**config.mk**
```make
export PLATFORM = sky130hd
export DESIGN_NAME = daily_trigger_scheduler_flat
export DESIGN_NICKNAME = d
export VERILOG_FILES = /design/src/design/dts_pkg.sv /design/src/design/dts_channels.sv /design/src/design/daily_trigger_scheduler.sv /design/src/design/dts_resolve.sv /design/src/design/dts_decide.sv /design/src/flat_wrapper.sv
export SDC_FILE = /design/constraint.sdc
export NUM_CORES = 1
export LEC_CHECK = 0
export ABC_AREA = 1
export ABC_CLOCK_PERIOD_IN_PS = 21300
export BUFFER_PORTS_ARGS = -buffer_cell sky130_fd_sc_hd__buf_2
export CAP_MARGIN = 20
export CELL_PAD_IN_SITES_DETAIL_PLACEMENT = 0
export CELL_PAD_IN_SITES_GLOBAL_PLACEMENT = 1
export CORE_ASPECT_RATIO = 0.8
export CORE_MARGIN = 2
export CORE_UTILIZATION = 49
export CTS_CLUSTER_DIAMETER = 30
export DETAILED_ROUTE_END_ITERATION = 8
export HOLD_SLACK_MARGIN = 0.03
export PLACE_DENSITY_LB_ADDON = 0.15
export RECOVER_POWER = 25
export SLEW_MARGIN = 20
export SYNTH_ARGS = -nofsm -noshare
export SYNTH_HDL_FRONTEND = slang
export SYNTH_SLANG_ARGS = --single-unit
```
**constraint.sdc**
```tcl
create_clock -name clock -period 21.3 [get_ports clock]
set_clock_uncertainty 0.2 [all_clocks]
set_input_delay 5.325 -clock clock [delete_from_list [all_inputs] [get_ports clock]]
set_output_delay 5.325 -clock clock [all_outputs]
set_load 0.1 [all_outputs]
```
**src/design/dts_pkg.sv**
```systemverilog
// Shared types, constants and a helper function of the daily trigger scheduler.
`timescale 1ns / 1ps

package dts_pkg;

   localparam int MIN_W = 11;
   localparam int DAY_W = 9;
   localparam int OFF_W = 12;
   localparam int IDX_W = 3;
   localparam int DATA_W = 12;

   localparam logic [MIN_W-1:0] DAY_MINUTES = 11'd1440;

   typedef enum logic [1:0] {
      SRC_FIXED   = 2'd0,
      SRC_SUNRISE = 2'd1,
      SRC_SUNSET  = 2'd2,
      SRC_NONE    = 2'd3
   } source_type;

   typedef enum logic [1:0] {
      PHASE_NONE  = 2'd0,
      PHASE_START = 2'd1,
      PHASE_END   = 2'd2
   } phase_type;

   localparam logic [IDX_W-1:0] REG_ENABLE       = 3'd0;
   localparam logic [IDX_W-1:0] REG_START_SOURCE = 3'd1;
   localparam logic [IDX_W-1:0] REG_START_FIXED  = 3'd2;
   localparam logic [IDX_W-1:0] REG_START_OFFSET = 3'd3;
   localparam logic [IDX_W-1:0] REG_END_SOURCE   = 3'd4;
   localparam logic [IDX_W-1:0] REG_END_FIXED    = 3'd5;
   localparam logic [IDX_W-1:0] REG_END_OFFSET   = 3'd6;

   typedef struct packed {
      source_type              source;
      logic [MIN_W-1:0]        fixed_minute;
      logic signed [OFF_W-1:0] offset;
   } trig_cfg_type;

   typedef struct packed {
      logic             known;
      logic [MIN_W-1:0] minute;
   } trig_time_type;

   typedef struct packed {
      logic             day_seen;
      logic [DAY_W-1:0] last_day;
      logic [MIN_W-1:0] prev_minute;
   } sched_state_type;

   typedef struct packed {
      phase_type        phase;
      logic             next_known;
      logic [MIN_W-1:0] next_minute;
      logic             next_is_start;
   } sched_result_type;

   // Reduces a value below twice the day length into one day.
   function automatic logic [MIN_W-1:0] fold_minute(input logic [MIN_W:0] value);
      logic [MIN_W:0] reduced;
      reduced = value - {1'b0, DAY_MINUTES};
      if (value >= {1'b0, DAY_MINUTES}) begin
         fold_minute = reduced[MIN_W-1:0];
      end else begin
         fold_minute = value[MIN_W-1:0];
      end
   endfunction

endpackage

```
**src/design/dts_channels.sv**
```systemverilog
// Channel interfaces of the daily trigger scheduler: tick requests, results and register writes.
`timescale 1ns / 1ps

interface dts_req_if;
   logic                        valid;
   logic                        ready;
   logic [dts_pkg::MIN_W-1:0]   tick_minute;
   logic [dts_pkg::DAY_W-1:0]   day_of_year;
   logic [dts_pkg::MIN_W-1:0]   rise_minute;
   logic                        sunrise_known;
   logic [dts_pkg::MIN_W-1:0]   set_minute;
   logic                        sunset_known;

   modport source (output valid, tick_minute, day_of_year, rise_minute, sunrise_known,
                   set_minute, sunset_known, input ready);
   modport sink (input valid, tick_minute, day_of_year, rise_minute, sunrise_known,
                 set_minute, sunset_known, output ready);
endinterface

interface dts_rsp_if;
   logic                        valid;
   logic                        ready;
   logic [1:0]                  phase;
   logic                        next_known;
   logic [dts_pkg::MIN_W-1:0]   next_minute;
   logic                        next_is_start;

   modport source (output valid, phase, next_known, next_minute, next_is_start, input ready);
   modport sink (input valid, phase, next_known, next_minute, next_is_start, output ready);
endinterface

interface dts_csr_if;
   logic                        valid;
   logic                        ready;
   logic [dts_pkg::IDX_W-1:0]   index;
   logic [dts_pkg::DATA_W-1:0]  data;

   modport source (output valid, index, data, input ready);
   modport sink (input valid, index, data, output ready);
endinterface

```
**src/design/daily_trigger_scheduler.sv**
```systemverilog
// Top level of the daily trigger scheduler: registers, tick pipeline and result register.
// A request is held in the input register, and its result then in the result register.
// Throughput: one request per cycle while the result side takes results; a disabled tick yields none.
// Reset: synchronous, active high; clears both stages, the schedule state and the registers.
`timescale 1ns / 1ps

module daily_trigger_scheduler (
   input  logic        clock,
   input  logic        reset,
   dts_req_if.sink     req_chan,
   dts_rsp_if.source   rsp_chan,
   dts_csr_if.sink     csr_chan
);

   logic                         enable_ff;
   dts_pkg::trig_cfg_type        start_cfg_ff;
   dts_pkg::trig_cfg_type        end_cfg_ff;

   logic                         tick_valid_ff;
   logic [dts_pkg::MIN_W-1:0]    now_ff;
   logic [dts_pkg::DAY_W-1:0]    day_ff;
   logic [dts_pkg::MIN_W-1:0]    rise_ff;
   logic                         rise_known_ff;
   logic [dts_pkg::MIN_W-1:0]    set_ff;
   logic                         set_known_ff;

   dts_pkg::sched_state_type     state_ff;
   dts_pkg::sched_state_type     state_in;

   logic                         rsp_valid_ff;
   logic                         rsp_valid_in;
   dts_pkg::sched_result_type    result_ff;
   dts_pkg::sched_result_type    result_in;

   logic [dts_pkg::MIN_W-1:0]    now_wrapped;
   logic [dts_pkg::MIN_W-1:0]    rise_wrapped;
   logic [dts_pkg::MIN_W-1:0]    set_wrapped;
   dts_pkg::trig_time_type       start_time;
   dts_pkg::trig_time_type       end_time;

   logic                         tick_advance;
   logic                         result_load;
   logic                         req_fire;
   logic                         csr_fire;

   assign csr_chan.ready = 1'b1;
   assign csr_fire = csr_chan.valid;

   // A disabled tick leaves without a result, so it never waits on the result side.
   assign tick_advance = tick_valid_ff && (!enable_ff || !rsp_valid_ff || rsp_chan.ready);
   assign result_load = tick_advance && enable_ff;
   assign req_chan.ready = !tick_valid_ff || tick_advance;
   assign req_fire = req_chan.valid && req_chan.ready;

   assign now_wrapped = dts_pkg::fold_minute({1'b0, now_ff});
   assign rise_wrapped = dts_pkg::fold_minute({1'b0, rise_ff});
   assign set_wrapped = dts_pkg::fold_minute({1'b0, set_ff});

   dts_resolve u_start_resolve (
      .cfg            (start_cfg_ff),
      .rise_minute    (rise_wrapped),
      .sunrise_known  (rise_known_ff),
      .set_minute     (set_wrapped),
      .sunset_known   (set_known_ff),
      .trig_time      (start_time)
   );

   dts_resolve u_end_resolve (
      .cfg            (end_cfg_ff),
      .rise_minute    (rise_wrapped),
      .sunrise_known  (rise_known_ff),
      .set_minute     (set_wrapped),
      .sunset_known   (set_known_ff),
      .trig_time      (end_time)
   );

   dts_decide u_decide (
      .tick_minute (now_wrapped),
      .day_of_year (day_ff),
      .start_time  (start_time),
      .end_time    (end_time),
      .state       (state_ff),
      .result      (result_in)
   );

   // Every enabled tick records its day and minute, whether or not the day changed.
   always_comb begin
      state_in = state_ff;
      if (result_load) begin
         state_in.day_seen = 1'b1;
         state_in.last_day = day_ff;
         state_in.prev_minute = now_wrapped;
      end
   end

   always_comb begin
      if (result_load) begin
         rsp_valid_in = 1'b1;
      end else if (rsp_chan.ready) begin
         rsp_valid_in = 1'b0;
      end else begin
         rsp_valid_in = rsp_valid_ff;
      end
   end

   always_ff @(posedge clock) begin
      if (reset) begin
         enable_ff <= 1'b0;
         start_cfg_ff.source <= dts_pkg::SRC_NONE;
         start_cfg_ff.fixed_minute <= '0;
         start_cfg_ff.offset <= '0;
         end_cfg_ff.source <= dts_pkg::SRC_NONE;
         end_cfg_ff.fixed_minute <= '0;
         end_cfg_ff.offset <= '0;
      end else if (csr_fire) begin
         case (csr_chan.index)
            dts_pkg::REG_ENABLE: enable_ff <= csr_chan.data[0];
            dts_pkg::REG_START_SOURCE: begin
               start_cfg_ff.source <= dts_pkg::source_type'(csr_chan.data[1:0]);
            end
            dts_pkg::REG_START_FIXED: begin
               start_cfg_ff.fixed_minute <= csr_chan.data[dts_pkg::MIN_W-1:0];
            end
            dts_pkg::REG_START_OFFSET: start_cfg_ff.offset <= csr_chan.data;
            dts_pkg::REG_END_SOURCE: begin
               end_cfg_ff.source <= dts_pkg::source_type'(csr_chan.data[1:0]);
            end
            dts_pkg::REG_END_FIXED: begin
               end_cfg_ff.fixed_minute <= csr_chan.data[dts_pkg::MIN_W-1:0];
            end
            dts_pkg::REG_END_OFFSET: end_cfg_ff.offset <= csr_chan.data;
            default: begin
            end
         endcase
      end
   end

   always_ff @(posedge clock) begin
      if (reset) begin
         tick_valid_ff <= 1'b0;
         state_ff <= '0;
         rsp_valid_ff <= 1'b0;
      end else begin
         if (req_fire) begin
            tick_valid_ff <= 1'b1;
         end else if (tick_advance) begin
            tick_valid_ff <= 1'b0;
         end
         state_ff <= state_in;
         rsp_valid_ff <= rsp_valid_in;
      end
   end

   always_ff @(posedge clock) begin
      if (req_fire) begin
         now_ff <= req_chan.tick_minute;
         day_ff <= req_chan.day_of_year;
         rise_ff <= req_chan.rise_minute;
         rise_known_ff <= req_chan.sunrise_known;
         set_ff <= req_chan.set_minute;
         set_known_ff <= req_chan.sunset_known;
      end
      if (result_load) begin
         result_ff <= result_in;
      end
   end

   assign rsp_chan.valid = rsp_valid_ff;
   assign rsp_chan.phase = result_ff.phase;
   assign rsp_chan.next_known = result_ff.next_known;
   assign rsp_chan.next_minute = result_ff.next_minute;
   assign rsp_chan.next_is_start = result_ff.next_is_start;

endmodule

```
**src/design/dts_resolve.sv**
```systemverilog
// Resolves one trigger time from its registers and the sunrise and sunset of the tick.
`timescale 1ns / 1ps

module dts_resolve (
   input  dts_pkg::trig_cfg_type        cfg,
   input  logic [dts_pkg::MIN_W-1:0]    rise_minute,
   input  logic                         sunrise_known,
   input  logic [dts_pkg::MIN_W-1:0]    set_minute,
   input  logic                         sunset_known,
   output dts_pkg::trig_time_type       trig_time
);

   logic signed [dts_pkg::OFF_W:0] offset_ext;
   logic signed [dts_pkg::OFF_W:0] offset_adj;
   logic [dts_pkg::MIN_W-1:0]      offset_wrapped;
   logic [dts_pkg::MIN_W-1:0]      base_minute;
   logic [dts_pkg::MIN_W:0]        sum;
   logic [dts_pkg::MIN_W-1:0]      shifted_minute;

   // The offset is first brought into one day, so that one conditional subtract
   // finishes the wrap of the sum.
   always_comb begin
      offset_ext = {cfg.offset[dts_pkg::OFF_W-1], cfg.offset};
      if (offset_ext < -13'sd1440) begin
         offset_adj = offset_ext + 13'sd2880;
      end else if (offset_ext < 13'sd0) begin
         offset_adj = offset_ext + 13'sd1440;
      end else if (offset_ext >= 13'sd1440) begin
         offset_adj = offset_ext - 13'sd1440;
      end else begin
         offset_adj = offset_ext;
      end
      offset_wrapped = offset_adj[dts_pkg::MIN_W-1:0];
   end

   assign base_minute = (cfg.source == dts_pkg::SRC_SUNRISE) ? rise_minute : set_minute;
   assign sum = {1'b0, base_minute} + {1'b0, offset_wrapped};
   assign shifted_minute = dts_pkg::fold_minute(sum);

   always_comb begin
      trig_time.known = 1'b0;
      trig_time.minute = '0;
      case (cfg.source)
         dts_pkg::SRC_FIXED: begin
            trig_time.known = (cfg.fixed_minute < dts_pkg::DAY_MINUTES);
            trig_time.minute = cfg.fixed_minute;
         end
         dts_pkg::SRC_SUNRISE: begin
            trig_time.known = sunrise_known;
            trig_time.minute = shifted_minute;
         end
         dts_pkg::SRC_SUNSET: begin
            trig_time.known = sunset_known;
            trig_time.minute = shifted_minute;
         end
         default: begin
            trig_time.known = 1'b0;
            trig_time.minute = '0;
         end
      endcase
   end

endmodule

```
**src/design/dts_decide.sv**
```systemverilog
// Decides the due event and the nearest upcoming event of one tick.
`timescale 1ns / 1ps

module dts_decide (
   input  logic [dts_pkg::MIN_W-1:0]    tick_minute,
   input  logic [dts_pkg::DAY_W-1:0]    day_of_year,
   input  dts_pkg::trig_time_type       start_time,
   input  dts_pkg::trig_time_type       end_time,
   input  dts_pkg::sched_state_type     state,
   output dts_pkg::sched_result_type    result
);

   // Forward distance from one minute of day to another, wrapping past midnight.
   function automatic logic [dts_pkg::MIN_W-1:0] fwd(input logic [dts_pkg::MIN_W-1:0] from,
                                                    input logic [dts_pkg::MIN_W-1:0] to);
      logic [dts_pkg::MIN_W-1:0] diff;
      diff = to - from;
      if (to >= from) begin
         fwd = diff;
      end else begin
         fwd = diff + dts_pkg::DAY_MINUTES;
      end
   endfunction

   logic [dts_pkg::MIN_W-1:0] start_ahead;
   logic [dts_pkg::MIN_W-1:0] end_ahead;
   logic [dts_pkg::MIN_W-1:0] elapsed;
   logic [dts_pkg::MIN_W-1:0] start_since;
   logic [dts_pkg::MIN_W-1:0] end_since;
   logic                      same_day;
   logic                      pick_end;

   assign start_ahead = fwd(tick_minute, start_time.minute);
   assign end_ahead = fwd(tick_minute, end_time.minute);
   assign elapsed = fwd(state.prev_minute, tick_minute);
   assign start_since = fwd(state.prev_minute, start_time.minute);
   assign end_since = fwd(state.prev_minute, end_time.minute);
   assign same_day = state.day_seen && (state.last_day == day_of_year);
   assign pick_end = end_time.known && (!start_time.known || (end_ahead < start_ahead));

   always_comb begin
      result.phase = dts_pkg::PHASE_NONE;
      if (same_day && (elapsed != '0) && start_time.known && end_time.known) begin
         if ((start_since != '0) && (start_since <= elapsed)) begin
            result.phase = dts_pkg::PHASE_START;
         end else if ((end_since != '0) && (end_since <= elapsed)) begin
            result.phase = dts_pkg::PHASE_END;
         end
      end

      result.next_known = start_time.known || end_time.known;
      if (pick_end) begin
         result.next_minute = end_time.minute;
         result.next_is_start = 1'b0;
      end else if (start_time.known) begin
         result.next_minute = start_time.minute;
         result.next_is_start = 1'b1;
      end else begin
         result.next_minute = '0;
         result.next_is_start = 1'b0;
      end
   end

endmodule

```
**src/flat_wrapper.sv**
```systemverilog
// flat-port wrapper written by rule: the top's interface ports become plain ports
module daily_trigger_scheduler_flat 
  (clock, reset, req_chan_valid, req_chan_tick_minute, req_chan_day_of_year, req_chan_rise_minute, req_chan_sunrise_known, req_chan_set_minute, req_chan_sunset_known, req_chan_ready, rsp_chan_valid, rsp_chan_phase, rsp_chan_next_known, rsp_chan_next_minute, rsp_chan_next_is_start, rsp_chan_ready, csr_chan_valid, csr_chan_index, csr_chan_data, csr_chan_ready);
  dts_req_if req_chan_i ();
  dts_rsp_if rsp_chan_i ();
  dts_csr_if csr_chan_i ();
  input  logic clock;
  input  logic reset;
  input wire logic [$bits(req_chan_i.valid)-1:0] req_chan_valid;
  input wire logic [$bits(req_chan_i.tick_minute)-1:0] req_chan_tick_minute;
  input wire logic [$bits(req_chan_i.day_of_year)-1:0] req_chan_day_of_year;
  input wire logic [$bits(req_chan_i.rise_minute)-1:0] req_chan_rise_minute;
  input wire logic [$bits(req_chan_i.sunrise_known)-1:0] req_chan_sunrise_known;
  input wire logic [$bits(req_chan_i.set_minute)-1:0] req_chan_set_minute;
  input wire logic [$bits(req_chan_i.sunset_known)-1:0] req_chan_sunset_known;
  output wire logic [$bits(req_chan_i.ready)-1:0] req_chan_ready;
  output wire logic [$bits(rsp_chan_i.valid)-1:0] rsp_chan_valid;
  output wire logic [$bits(rsp_chan_i.phase)-1:0] rsp_chan_phase;
  output wire logic [$bits(rsp_chan_i.next_known)-1:0] rsp_chan_next_known;
  output wire logic [$bits(rsp_chan_i.next_minute)-1:0] rsp_chan_next_minute;
  output wire logic [$bits(rsp_chan_i.next_is_start)-1:0] rsp_chan_next_is_start;
  input wire logic [$bits(rsp_chan_i.ready)-1:0] rsp_chan_ready;
  input wire logic [$bits(csr_chan_i.valid)-1:0] csr_chan_valid;
  input wire logic [$bits(csr_chan_i.index)-1:0] csr_chan_index;
  input wire logic [$bits(csr_chan_i.data)-1:0] csr_chan_data;
  output wire logic [$bits(csr_chan_i.ready)-1:0] csr_chan_ready;
  assign req_chan_i.valid = req_chan_valid;
  assign req_chan_i.tick_minute = req_chan_tick_minute;
  assign req_chan_i.day_of_year = req_chan_day_of_year;
  assign req_chan_i.rise_minute = req_chan_rise_minute;
  assign req_chan_i.sunrise_known = req_chan_sunrise_known;
  assign req_chan_i.set_minute = req_chan_set_minute;
  assign req_chan_i.sunset_known = req_chan_sunset_known;
  assign req_chan_ready = req_chan_i.ready;
  assign rsp_chan_valid = rsp_chan_i.valid;
  assign rsp_chan_phase = rsp_chan_i.phase;
  assign rsp_chan_next_known = rsp_chan_i.next_known;
  assign rsp_chan_next_minute = rsp_chan_i.next_minute;
  assign rsp_chan_next_is_start = rsp_chan_i.next_is_start;
  assign rsp_chan_i.ready = rsp_chan_ready;
  assign csr_chan_i.valid = csr_chan_valid;
  assign csr_chan_i.index = csr_chan_index;
  assign csr_chan_i.data = csr_chan_data;
  assign csr_chan_ready = csr_chan_i.ready;
  daily_trigger_scheduler u_core (.clock(clock), .reset(reset), .req_chan(req_chan_i), .rsp_chan(rsp_chan_i), .csr_chan(csr_chan_i));
endmodule
```
; ---- Yosys cells after proc, flatten, opt, wreduce, memory -nomap -nowiden
; Cells that the tools add are included.
[op_classes]
addsub = 23
magnitude_cmp = 21
n_eq_ne = 11
mux = 28
n_bitwise = 1
reduce_logical = 35
[op_table]
columns = cell, count
row1 = 11-bit 2-to-1 mux, 18
row2 = "11-bit adder, second input constant", 9
row3 = "11-bit subtractor, second input constant", 7
row4 = 12-bit one-hot mux with 3 select lines, 2
row5 = 11-bit greater-or-equal comparator, 5
row6 = 11-bit subtractor, 5
row7 = "11-bit greater-or-equal comparator, second input constant", 3
row8 = 11-bit nonzero test, 3
row9 = 11-bit by 11-bit adder with 12-bit output, 2
row10 = "12-bit by 11-bit greater-or-equal comparator with 1-bit output, second input constant", 2
row11 = "12-bit greater-or-equal comparator, second input constant", 2
row12 = "12-bit by 1-bit < comparator with 1-bit output, second input constant", 2
row13 = "12-bit < comparator, second input constant", 2
row14 = 12-bit 2-to-1 mux, 2
row15 = 11-bit <= comparator, 2
row16 = "11-bit < comparator, second input constant", 2
row17 = 2-bit AND reduction, 7
row18 = 11-bit < comparator, 1
row19 = 1-bit logical AND, 10
row20 = "3-bit == test, second input constant", 3
row21 = 9-bit == test, 1
row22 = "3-bit by 2-bit == test with 1-bit output, second input constant", 2
row23 = 1-bit logical OR, 5
row24 = 1-bit 2-to-1 mux, 5
row25 = other kinds (10), 17
[totals]
reg_bits = 133
input_bits = 64

; ---- Longest topological paths before layout
; Gate-level depths: netlist (run 1).
[depth]
word_depth = 15
mapped_depth = 52

; ---- Modules after synthesis
; Synthesis (run 1) repeated with hierarchy kept, for this count alone.
[hier_totals]
hier_cells = 1990
hier_area_um2 = 13041.3
[modules_own_cells]
columns = mod, instances, cells_per_inst, area_per_inst_um2, seq_area_each_um2
row1 = daily_trigger_scheduler, 1, 544, 5092.4, 3253.1
row2 = dts_decide, 1, 819, 4645.7, 0.0
row3 = dts_resolve at u_core.u_start_resolve, 1, 333, 1712.9, 0.0
row4 = dts_resolve at u_core.u_end_resolve, 1, 294, 1590.3, 0.0

; ---- Worst setup path after synthesis (run 1)
; Ideal clock, no wire load.
[synth_timing]
path_type = input-to-output
from = input rsp_chan_ready
to = output req_chan_ready
arrival_ns = 6.065
required_time_ns = 15.775
setup_slack_ns = 9.710
path_stages = 4
n_path_buf = 0
path_cell_list = nor2_1 > inv_1 > nor2_1 > inv_1
[synth_via]
elab_chain_cells = 3
[synth_lines]
columns = item, line_no
row1 = start: declaration, flat_wrapper.sv:22  ; input wire logic [$bits(rsp_chan_i.ready)-1:0] rsp_chan_ready;
row2 = 1-bit logical OR, daily_trigger_scheduler.sv:50  ; assign tick_advance = tick_valid_ff && (!enable_ff || !rsp_valid_ff || rsp_chan.ready);
row3 = 1-bit logical AND, daily_trigger_scheduler.sv:50
row4 = 1-bit logical OR, daily_trigger_scheduler.sv:52  ; assign req_chan.ready = !tick_valid_ff || tick_advance;
row5 = end: declaration, flat_wrapper.sv:16  ; output wire logic [$bits(req_chan_i.ready)-1:0] req_chan_ready;
; Every way passes these cells.

; ---- Worst setup path in the final report (run 1)
; Ends and elaborated chain as after synthesis.

==> metrics.txt, run 1 <==
Remaining Overflow, GRT 0; Placed Cells 1,932; antenna violations before repair 0; vias per std cell 5.29; share of cells above drive strength 1 11.0%; nets 1,840; Adder-Cell Fraction of Synth Area 14.8%; worst-path cell chain buf_2, nor2_1, inv_1, nor2_1, inv_1, buf_2; mux cell area share after synthesis 0.0885%; total negative slack 0 ns; H-tree lvl count 4; Initial Utilization 50.2%; antenna fix cells 0; type of the most critical hold path reg2reg; via count 10,400; clock root cell clkbuf_16; FF/Latch Area 0.00325 mm2; Simple-Gate Fraction of Synth Area 22.0%; Max VDD drop 0.0000495 V; Final Hold Vio Count 0; maxcap violations 1; flops & latches, synth 133; min cycle time layout 11.86 ns; status finished, violations left; RSZ-0062 raised after global routing no; Static Leak 6.33 nW; period utilization 55.7%; Clock Latency Late Sink 0.44 ns; non-filler cells, final 1,965; Unique masters post-synth 57; crit path max fanout 2; Final ANT Viol Nets 0; worst stage delay on the critical path 0.30 ns; Max Root-Sink Buffers 2; CTS clk-pin slew, worst paths 0.06 ns; Die W 174 um; # IOs 82; Synth Area in Compound Gates 17.6%; # fillers 2,235; Setup crit end kind output port; Cells after Synth 1,558; Final WS setup 9.44 ns; core footprint 0.0226 mm2; critical path type in2out; Critical Path RT 15.78 ns; post-CTS sizing 0; WL final 31.4 mm; number of port buffers 80; Rel. slew slack -36.6%; DR WL/cell 16.0 um; fmax 84.3 MHz; number of buffers created by CTS 17; Post-DP Area 0.0121 mm2; Area Growth Syn to Fin 12.1%; post-synth top area cell edfxtp_1; vias in the first global route 9,591; setup violators final 0; dpl hpwl 25.0 mm; post-synthesis sequential area ratio 28.7%; Worst Path Buf+Inv 4; Place WS 9.46 ns; clock sinks 133; Synth Area per Inst 7.26 um2; Critical-path top delay cell buf_2; Slew Viols, Final 43; Hold-fix buffers, CTS 0; family with the most delay on the worst path buffers and inverters; Post-synth EDFFs 59; Synth Area in XOR/XNOR 7.25%; syn_nets 1,752; gr usage total 26.3%; Async SR Flop Fraction 0%; Area contributors post-synth edfxtp_1 16%, ha_1 14%, dfxtp_1 13%, nand2_1 9.7%, inv_1 8.3%; post-route cell area 0.0127 mm2; post-CTS setup buffer count 0; largest net degree at the start of global routing 67; failing checks capacitance limit, slew limit; largest family of logic cells by synthesized area simple AND/OR/NAND/NOR gates; crit start category input port; TritonCTS clock tree done; Worst-Margin Slew 2.05 ns; Main synth FF type dfxtp_1; first-pass GRT wire length 50.3 mm; Cell Area, Synth 0.0113 mm2; Final GP Congestion 0.894; share of the synthesized area in the top cell type 15.7%; iteration-0 DRC count of the detailed router 682; die area 0.0243 mm2; DRC 0; PD cells 76.7 mW/mm2; DRT Pass-1 Iters 5; std cell rows 49; Ys Warns 0; CP Data Arrival Time 6.33 ns; multi-input logic area 0.00701 mm2; Die Ht 140 um
[per-stage QoR]
step / hold slack (ns) / utilization [%] / power (mW)
6_report: 0.256 / 56.2 / 0.974
5_1_grt: 0.293 / 56.2 / 1.05
4_1_cts: 0.256 / 56.1 / 0.974
3_5_place_dp: 0.246 / 53.6 / 0.685
3_3_place_gp: 0.242 / 53.6 / 0.679
2_1_floorplan: 0.230 / - / 0.594
[power by group]
group	total, mW	internal [mW]	switching [mW]	leakage, nW
combinational	0.402	0.149	0.253	4.89
sequential	0.282	0.275	0.00653	1.17
clock	0.290	0.157	0.132	0.276
[cell families after synthesis]
group,count (synthesis)
mux,1
compound gates,348
xor+xnor,92
flops,133
other cells,1
buf+inv,284
simple gates,569
fa+ha+maj,130
[synthesized netlist by cell type (all sizes together) (2+ instances only)]
cell type / count
ha: 123
o221ai: 4
o32ai: 2
a31oi: 6
o21bai: 10
nor2: 118
fa: 7
clkinv: 6
xnor2: 16
a21boi: 2
a211oi: 2
xor2: 76
nor4: 8
a22oi: 3
o31ai: 4
edfxtp: 59
nor3b: 2
clkbuf: 19
o22ai: 12
nor3: 18
nand3: 79
a22o: 3
and2: 2
dfxtp: 74
a221oi: 5
nand3b: 5
a21o: 4
a21oi: 128
o211ai: 8
inv: 258
or2: 3
nand4: 19
nand2: 314
o21a: 3
o21ai: 148
[sequential cells by signal, summed over array words and instances (netlist names)]
register	flops
u_core.enable_ff	1
u_core.state_ff	21
u_core.rise_ff	11
u_core.start_cfg_ff	25
u_core.now_ff	11
u_core.rsp_chan.valid	1
u_core.set_ff	11
u_core.rise_known_ff	1
u_core.end_cfg_ff	25
u_core.rsp_chan.next_is_start	1
u_core.rsp_chan.phase	2
u_core.set_known_ff	1
u_core.tick_valid_ff	1
u_core.rsp_chan.next_minute	11
u_core.rsp_chan.next_known	1
u_core.day_ff	9
[cell type report]
cell class / count / area share, %
multi-input combinational: 1141 / 55.2
clock inverter: 14 / 1.05
timing repair buffer: 89 / 3.81
clock buffer: 18 / 3.46
tap: 306 / 3.02
inverter: 264 / 7.81
sequential: 133 / 25.6
[path summary, 6_finish.rpt]
| path | end | cells past startpoint | slack (ns) | from |
|---|---|---|---|---|
| max | req_chan_ready | 6 | 9.44 | rsp_chan_ready |
| min | u_core.start_cfg_ff[15] | 2 | 0.26 | u_core.start_cfg_ff[15] |
| max reg2reg | u_core.rsp_chan.next_minute[10] | 47 | 12.47 | u_core.end_cfg_ff[23] |
| min reg2reg | u_core.start_cfg_ff[15] | 2 | 0.26 | u_core.start_cfg_ff[15] |
[layer usage]
metal / GRT usage (%) / share of wire, % / vias to the layer above
met3: 5.43 / 7.5 / 27
met1: 40.9 / 52 / 4682
met5: 0 / 0 / -
li1: - / - / 5369
met4: 5.40 / 1.2 / 0
met2: 37.3 / 39 / 319
[cell usage in the layout, fill, tap and decap left out, drive strengths merged, types with 18 or more instances in the layout]
cell      n
o21ai   148
edfxtp   59
nand4    19
xor2     76
ha      123
nor3     18
dfxtp    74
nand3    79
a21oi   128
nor2    118
inv     266
nand2   314
buf      87
clkbuf   20
[worst reg2reg max path: cells and delay by family (launching register included)]
| kind | cells | cell delay [ns] |
|---|---|---|
| AO/OA/AOI/OAI | 15 | 2.85 |
| AND/OR/NAND/NOR | 19 | 2.39 |
| adder cells (fa/ha/maj) | 4 | 1.31 |
| buffers and inverters | 7 | 1.10 |
| XOR/XNOR | 2 | 0.39 |
| flip-flops | 1 | 0.33 |
Note: power is estimated with default switching activity, not from simulation.
==> run 2, diff against run 1 <==
Settings changed: ABC_AREA 1 to 0, ABC_CLOCK_PERIOD_IN_PS 21300 to 11600, CORE_UTILIZATION 49 to 47.
Clock period 21.3 ns to 11.6 ns, I/O delays scaled along.
==> run 2 against run 1 <==
  * The run still ends with capacitance limit, slew limit left
  * Clock-buffer cell count is 1 lower
  * Highest routed layer unchanged
  * Utilization is 2.6 points lower
  * Critical path depth is 33 higher
==> metrics.txt, run 2 <==
status finished, violations left; failing checks capacitance limit, slew limit; Critical-path top delay cell dfxtp_1; Max VDD drop 0.000108 V; Final Hold Vio Count 0; Rel. slew slack -147%; Ys Warns 0; nets 1,675; RSZ-0062 raised after global routing no; H-tree lvl count 4; number of port buffers 80; share of cells above drive strength 1 9.77%; Unique masters post-synth 78; Post-synth EDFFs 59; PD cells 146 mW/mm2; Worst-Margin Slew 3.71 ns; iteration-0 DRC count of the detailed router 990; Synth top cells by count 228 x nand2_1, 145 x a21oi_1, 123 x ha_1; maxcap violations 2; std cell rows 50; Die W 178 um; first-pass GRT wire length 50.7 mm; crit start category flop; Cells after Synth 1,414; flops & latches, synth 133; clock sinks 133; Final GP Congestion 0.954; Async SR Flop Fraction 0%; worst stage delay on the critical path 0.73 ns; total negative slack 0 ns; Critical Path RT 11.58 ns; TritonCTS clock tree done; post-CTS setup buffer count 0; total chip power 1.85 mW; type of the most critical hold path reg2reg; die area 0.0255 mm2; DRT Pass-1 Iters 5; # fillers 2,258; Clock Latency Late Sink 0.44 ns; most frequent cells in the layout 228 x nand2_1, 145 x a21oi_1, 123 x ha_1, 100 x inv_1, 98 x nor2_1; fmax 111 MHz; Hold-fix buffers, CTS 0; antenna fix cells 0; gr usage total 26.2%; Final ANT Viol Nets 0; Initial Utilization 48.3%; period utilization 77.9%; post-route cell area 0.0126 mm2; Slew Viols, Final 93; setup violators final 0; min cycle time layout 9.03 ns; Static Leak 5.41 nW; largest net degree at the start of global routing 73; Remaining Overflow, GRT 0; Synth Area per Inst 8.05 um2; Area contributors post-synth edfxtp_1 16%, ha_1 14%, dfxtp_1 13%, nand2_1 7.5%, a21oi_1 6.4%; via count 10,100; Setup crit end kind flop; clock root cell clkbuf_16; Max Root-Sink Buffers 2; DRC 0; critical path type reg2reg; Crit path top cell by count o21ai_0; Area Growth Syn to Fin 11.0%; post-synth top area cell edfxtp_1; CP Data Arrival Time 9.02 ns; syn_nets 1,608; antenna violations before repair 0; Post-DP Area 0.0121 mm2; CTS clk-pin slew, worst paths 0.07 ns; post-CTS sizing 0; vias per std cell 5.59; Main synth FF type dfxtp_1; most numerous cell in the Yosys netlist nand2_1; # IOs 82; Die Ht 143 um; DR WL/cell 18.2 um; commonest non-fill, non-tap cell in the layout nand2_1; core footprint 0.0236 mm2; number of buffers created by CTS 17; vias in the first global route 9,278; WL final 32.9 mm; share of the synthesized area in the top cell type 15.6%; Cell Area, Synth 0.0114 mm2; post-synthesis sequential area ratio 28.6%; dpl hpwl 26.1 mm; Top Registers u_core.end_cfg_ff x25, u_core.start_cfg_ff x25, u_core.state_ff x21; crit path max fanout 21
-- run 2: final timing paths --
path / depth (start not counted) / from / slack, ns / endpoint
max: 39 / u_core.end_cfg_ff[24] / 2.57 / u_core.rsp_chan.next_minute[8]
min: 2 / u_core.start_cfg_ff[15] / 0.26 / u_core.start_cfg_ff[15]
max reg2reg: 39 / u_core.end_cfg_ff[24] / 2.57 / u_core.rsp_chan.next_minute[8]
min reg2reg: 2 / u_core.start_cfg_ff[15] / 0.26 / u_core.start_cfg_ff[15]
-- run 2: cell type report --
class	count	area (um2)	share of cell area (%)
clock buffers	17	425	3.37
repair buffers	88	449	3.55
clock inverters	15	160	1.27
well taps	312	390	3.09
multi-input cells	1140	7580	60.0
inverters	101	379	3.00
flip-flops and latches	133	3250	25.7
-- run 2: cells by family after synthesis --
family	synth area share [%]
flops	28.6
mux	2.96
xor+xnor	8.77
other cells	0.0329
compound gates	19.6
fa+ha+maj	15.3
simple gates	19.9
buf+inv	4.86
-- run 2: stage by stage --
step / cells / worst slack [ns] / hold WS [ns] / utilization, %
after floorplan: 1414 / 3.90 / 0.233 / -
after global placement: 1774 / 2.88 / 0.242 / 51.2
after detailed placement: 1774 / 2.80 / 0.246 / 51.2
after CTS: 1806 / 2.74 / 0.255 / 53.7
after global routing: 1806 / 1.75 / 0.273 / 53.6
final: 1806 / 2.57 / 0.255 / 53.6
-- run 2: worst max-delay path, delay by kind of cell, from the launching register on --
family,cells,cell delay (ns)
compound gates,19,3.24
xor+xnor,3,0.66
fa+ha+maj,4,1.21
buf+inv,3,0.37
flops,1,0.73
mux,1,0.41
simple gates,9,1.99
-- run 2: per-layer routing --
layer	vias up	share of wire (%)	track usage [%]
li1	5118	-	-
met1	4681	52	40.5
met2	278	41	37.4
met3	24	6.4	4.66
met4	0	0.94	5.82
met5	-	0	0
-- run 2: report_power, final --
group	internal, mW	switching (mW)	leakage [nW]
clock network	0.287	0.248	0.283
logic	0.321	0.470	3.98
registers	0.508	0.0171	1.15
==> run 3, diff against run 2 <==
Settings changed: ABC_CLOCK_PERIOD_IN_PS 11600 to 8900.
Clock period 11.6 ns to 8.9 ns, I/O delays scaled along.
==> run 3 against run 2 <==
  * Hold slack got worse by 0.00066 ns
  * Setup slack got worse by 2.1 ns
  * The run still ends with capacitance limit, slew limit left
  * Register-to-register slack got worse by 2.1 ns
  * Highest routed layer unchanged
  * First-iteration DRC count fell by 19%
  * Cell count rose by 1.2%
  * Total power rose by 33%
  * Utilization rose by 0.88 points
  * Critical path type unchanged
  * Critical endpoint is now u_core.rsp_chan.phase[1]
  * Largest cell class unchanged
  * Global-route usage rose by 0.58 points
==> metrics.txt, run 3 (synthesis gave the netlist of run 2 again) <==
Critical-path top delay cell or4_1; status finished, violations left; Static Leak 5.52 nW; Top Registers u_core.end_cfg_ff x25, u_core.start_cfg_ff x25, u_core.state_ff x21; first-pass GRT wire length 52.0 mm; Slew Viols, Final 73; R2R depth 37; Die W 178 um; std cell rows 50; Final Hold Vio Count 0; vias per std cell 5.59; largest net degree at the start of global routing 73; clock root cell clkbuf_16; TritonCTS clock tree done; die area 0.0255 mm2; Final ANT Viol Nets 0; total chip power 2.46 mW; maxcap violations 1; # fillers 2,227; Reg-to-Reg Start u_core.set_ff[1]; nets 1,695; commonest non-fill, non-tap cell in the layout nand2_1; DRT Pass-1 Iters 6; H-tree lvl count 4; antenna violations before repair 1; R2R Setup Slk 0.49 ns; final core utilization 54.5%; vias in the first global route 9,240; Final GP Congestion 0.948; Setup crit end kind flop; Critical Path RT 8.87 ns; number of port buffers 80; PD cells 192 mW/mm2; Area Growth Syn to Fin 12.8%; fmax 119 MHz; Worst-Margin Slew 3.68 ns; Max VDD drop 0.000117 V; min cycle time layout 8.41 ns; CP Data Arrival Time 8.38 ns; crit start category flop; DR WL/cell 18.4 um; # IOs 82; HP Start u_core.start_cfg_ff[12]; gr usage total 26.8%; failing checks capacitance limit, slew limit; DRC 0; Place WS 0.0719 ns; via count 10,200; WL final 33.5 mm; most frequent cells in the layout 227 x nand2_1, 144 x a21oi_1, 123 x ha_1, 100 x inv_1, 97 x nor2_1; Die Ht 143 um; share of cells above drive strength 1 12.0%; Max Root-Sink Buffers 2; CTS clk-pin slew, worst paths 0.07 ns; dpl hpwl 26.2 mm; Initial Utilization 48.3%; iteration-0 DRC count of the detailed router 806; Hold EP u_core.start_cfg_ff[12]; crit path max fanout 7; Critical R2R Capture u_core.rsp_chan.phase[1]; setup violators final 0; number of buffers created by CTS 17; Rel. slew slack -145%; worst stage delay on the critical path 0.54 ns; Hold Crit Depth 2; core footprint 0.0236 mm2; period utilization 94.5%; Final WS setup 0.493 ns; critical path type reg2reg; Remaining Overflow, GRT 0; type of the most critical hold path reg2reg; Clock Latency Late Sink 0.44 ns; clock sinks 133
[run 3: cell count changes in the layout (fill, tap and decap cells not counted), sizes merged]
cell	previous run	this run
inv	109	108
bufinv	0	1
diode	0	2
buf	83	106
clkinv	6	3
clkinvlp	1	3
clkbuf	22	20
[run 3: worst max-delay path by stage]
stage                     slack, ns         startpoint                        to  cells after the start
after floorplan                1.20   u_core.set_ff[1]  u_core.rsp_chan.phase[1]                     38
after global placement         0.16   u_core.set_ff[1]  u_core.rsp_chan.phase[1]                     36
after detailed placement       0.07   u_core.set_ff[1]  u_core.rsp_chan.phase[1]                     36
after CTS                      0.01   u_core.set_ff[1]  u_core.rsp_chan.phase[1]                     36
after global routing          -0.01  u_core.rise_ff[1]  u_core.rsp_chan.phase[1]                     37
final                          0.49   u_core.set_ff[1]  u_core.rsp_chan.phase[1]                     37
[run 3: area by class of cell]
| cell class | count | area (um2) | share of cell area [%] |
|---|---|---|---|
| clock inverters | 14 | 141 | 1.10 |
| inverters | 101 | 379 | 2.95 |
| diodes | 2 | 5.00 | 0.0390 |
| clock buffers | 18 | 439 | 3.42 |
| flip-flops and latches | 133 | 3250 | 25.3 |
| repair buffers | 108 | 606 | 4.71 |
| well taps | 312 | 390 | 3.04 |
| multi-input cells | 1140 | 7630 | 59.4 |
[run 3: routing by layer]
layer	global-route usage [%]	routed length, um	vias to the layer above
met5	0	0	-
met4	4.44	202	0
met3	5.64	2590	20
met2	37.5	13700	308
met1	41.9	17100	4748
li1	-	-	5143
[run 3: stage by stage]
step,area (um2),instances,TNS [ns],hold slack (ns)
after floorplan,11400,1414,0,0.233
after global placement,12200,1786,0,0.241
after detailed placement,12200,1786,0,0.246
after CTS,12800,1818,0,0.255
after global routing,12800,1826,-0.0142,0.270
final,12800,1828,0,0.254
[run 3: worst max-delay path: cells and delay by family, from the launching register on]
family,cells,cell delay [ns]
AOI/OAI and AO/OA,15,2.60
DFF,1,0.41
adders and majority gates,3,1.02
muxes,2,0.51
xor gates and xnor gates,2,0.33
buffers and inverters,1,0.15
and+or+nand+nor,14,2.92
[run 3: timing repair]
item                                   4_1_cts  5_1_grt
setup endpoints to repair                    0       14
hold buffers                                 0        0
endpoints found under the hold margin        0        0
setup buffers                                0        8
resized for setup                            0       13
[run 3: where the power goes]
group | switching, mW | internal [mW] | total (mW)
sequential | 0.0233 | 0.662 | 0.685
combinational | 0.612 | 0.443 | 1.06
clock | 0.320 | 0.401 | 0.721
total | 0.956 | 1.51 | 2.46
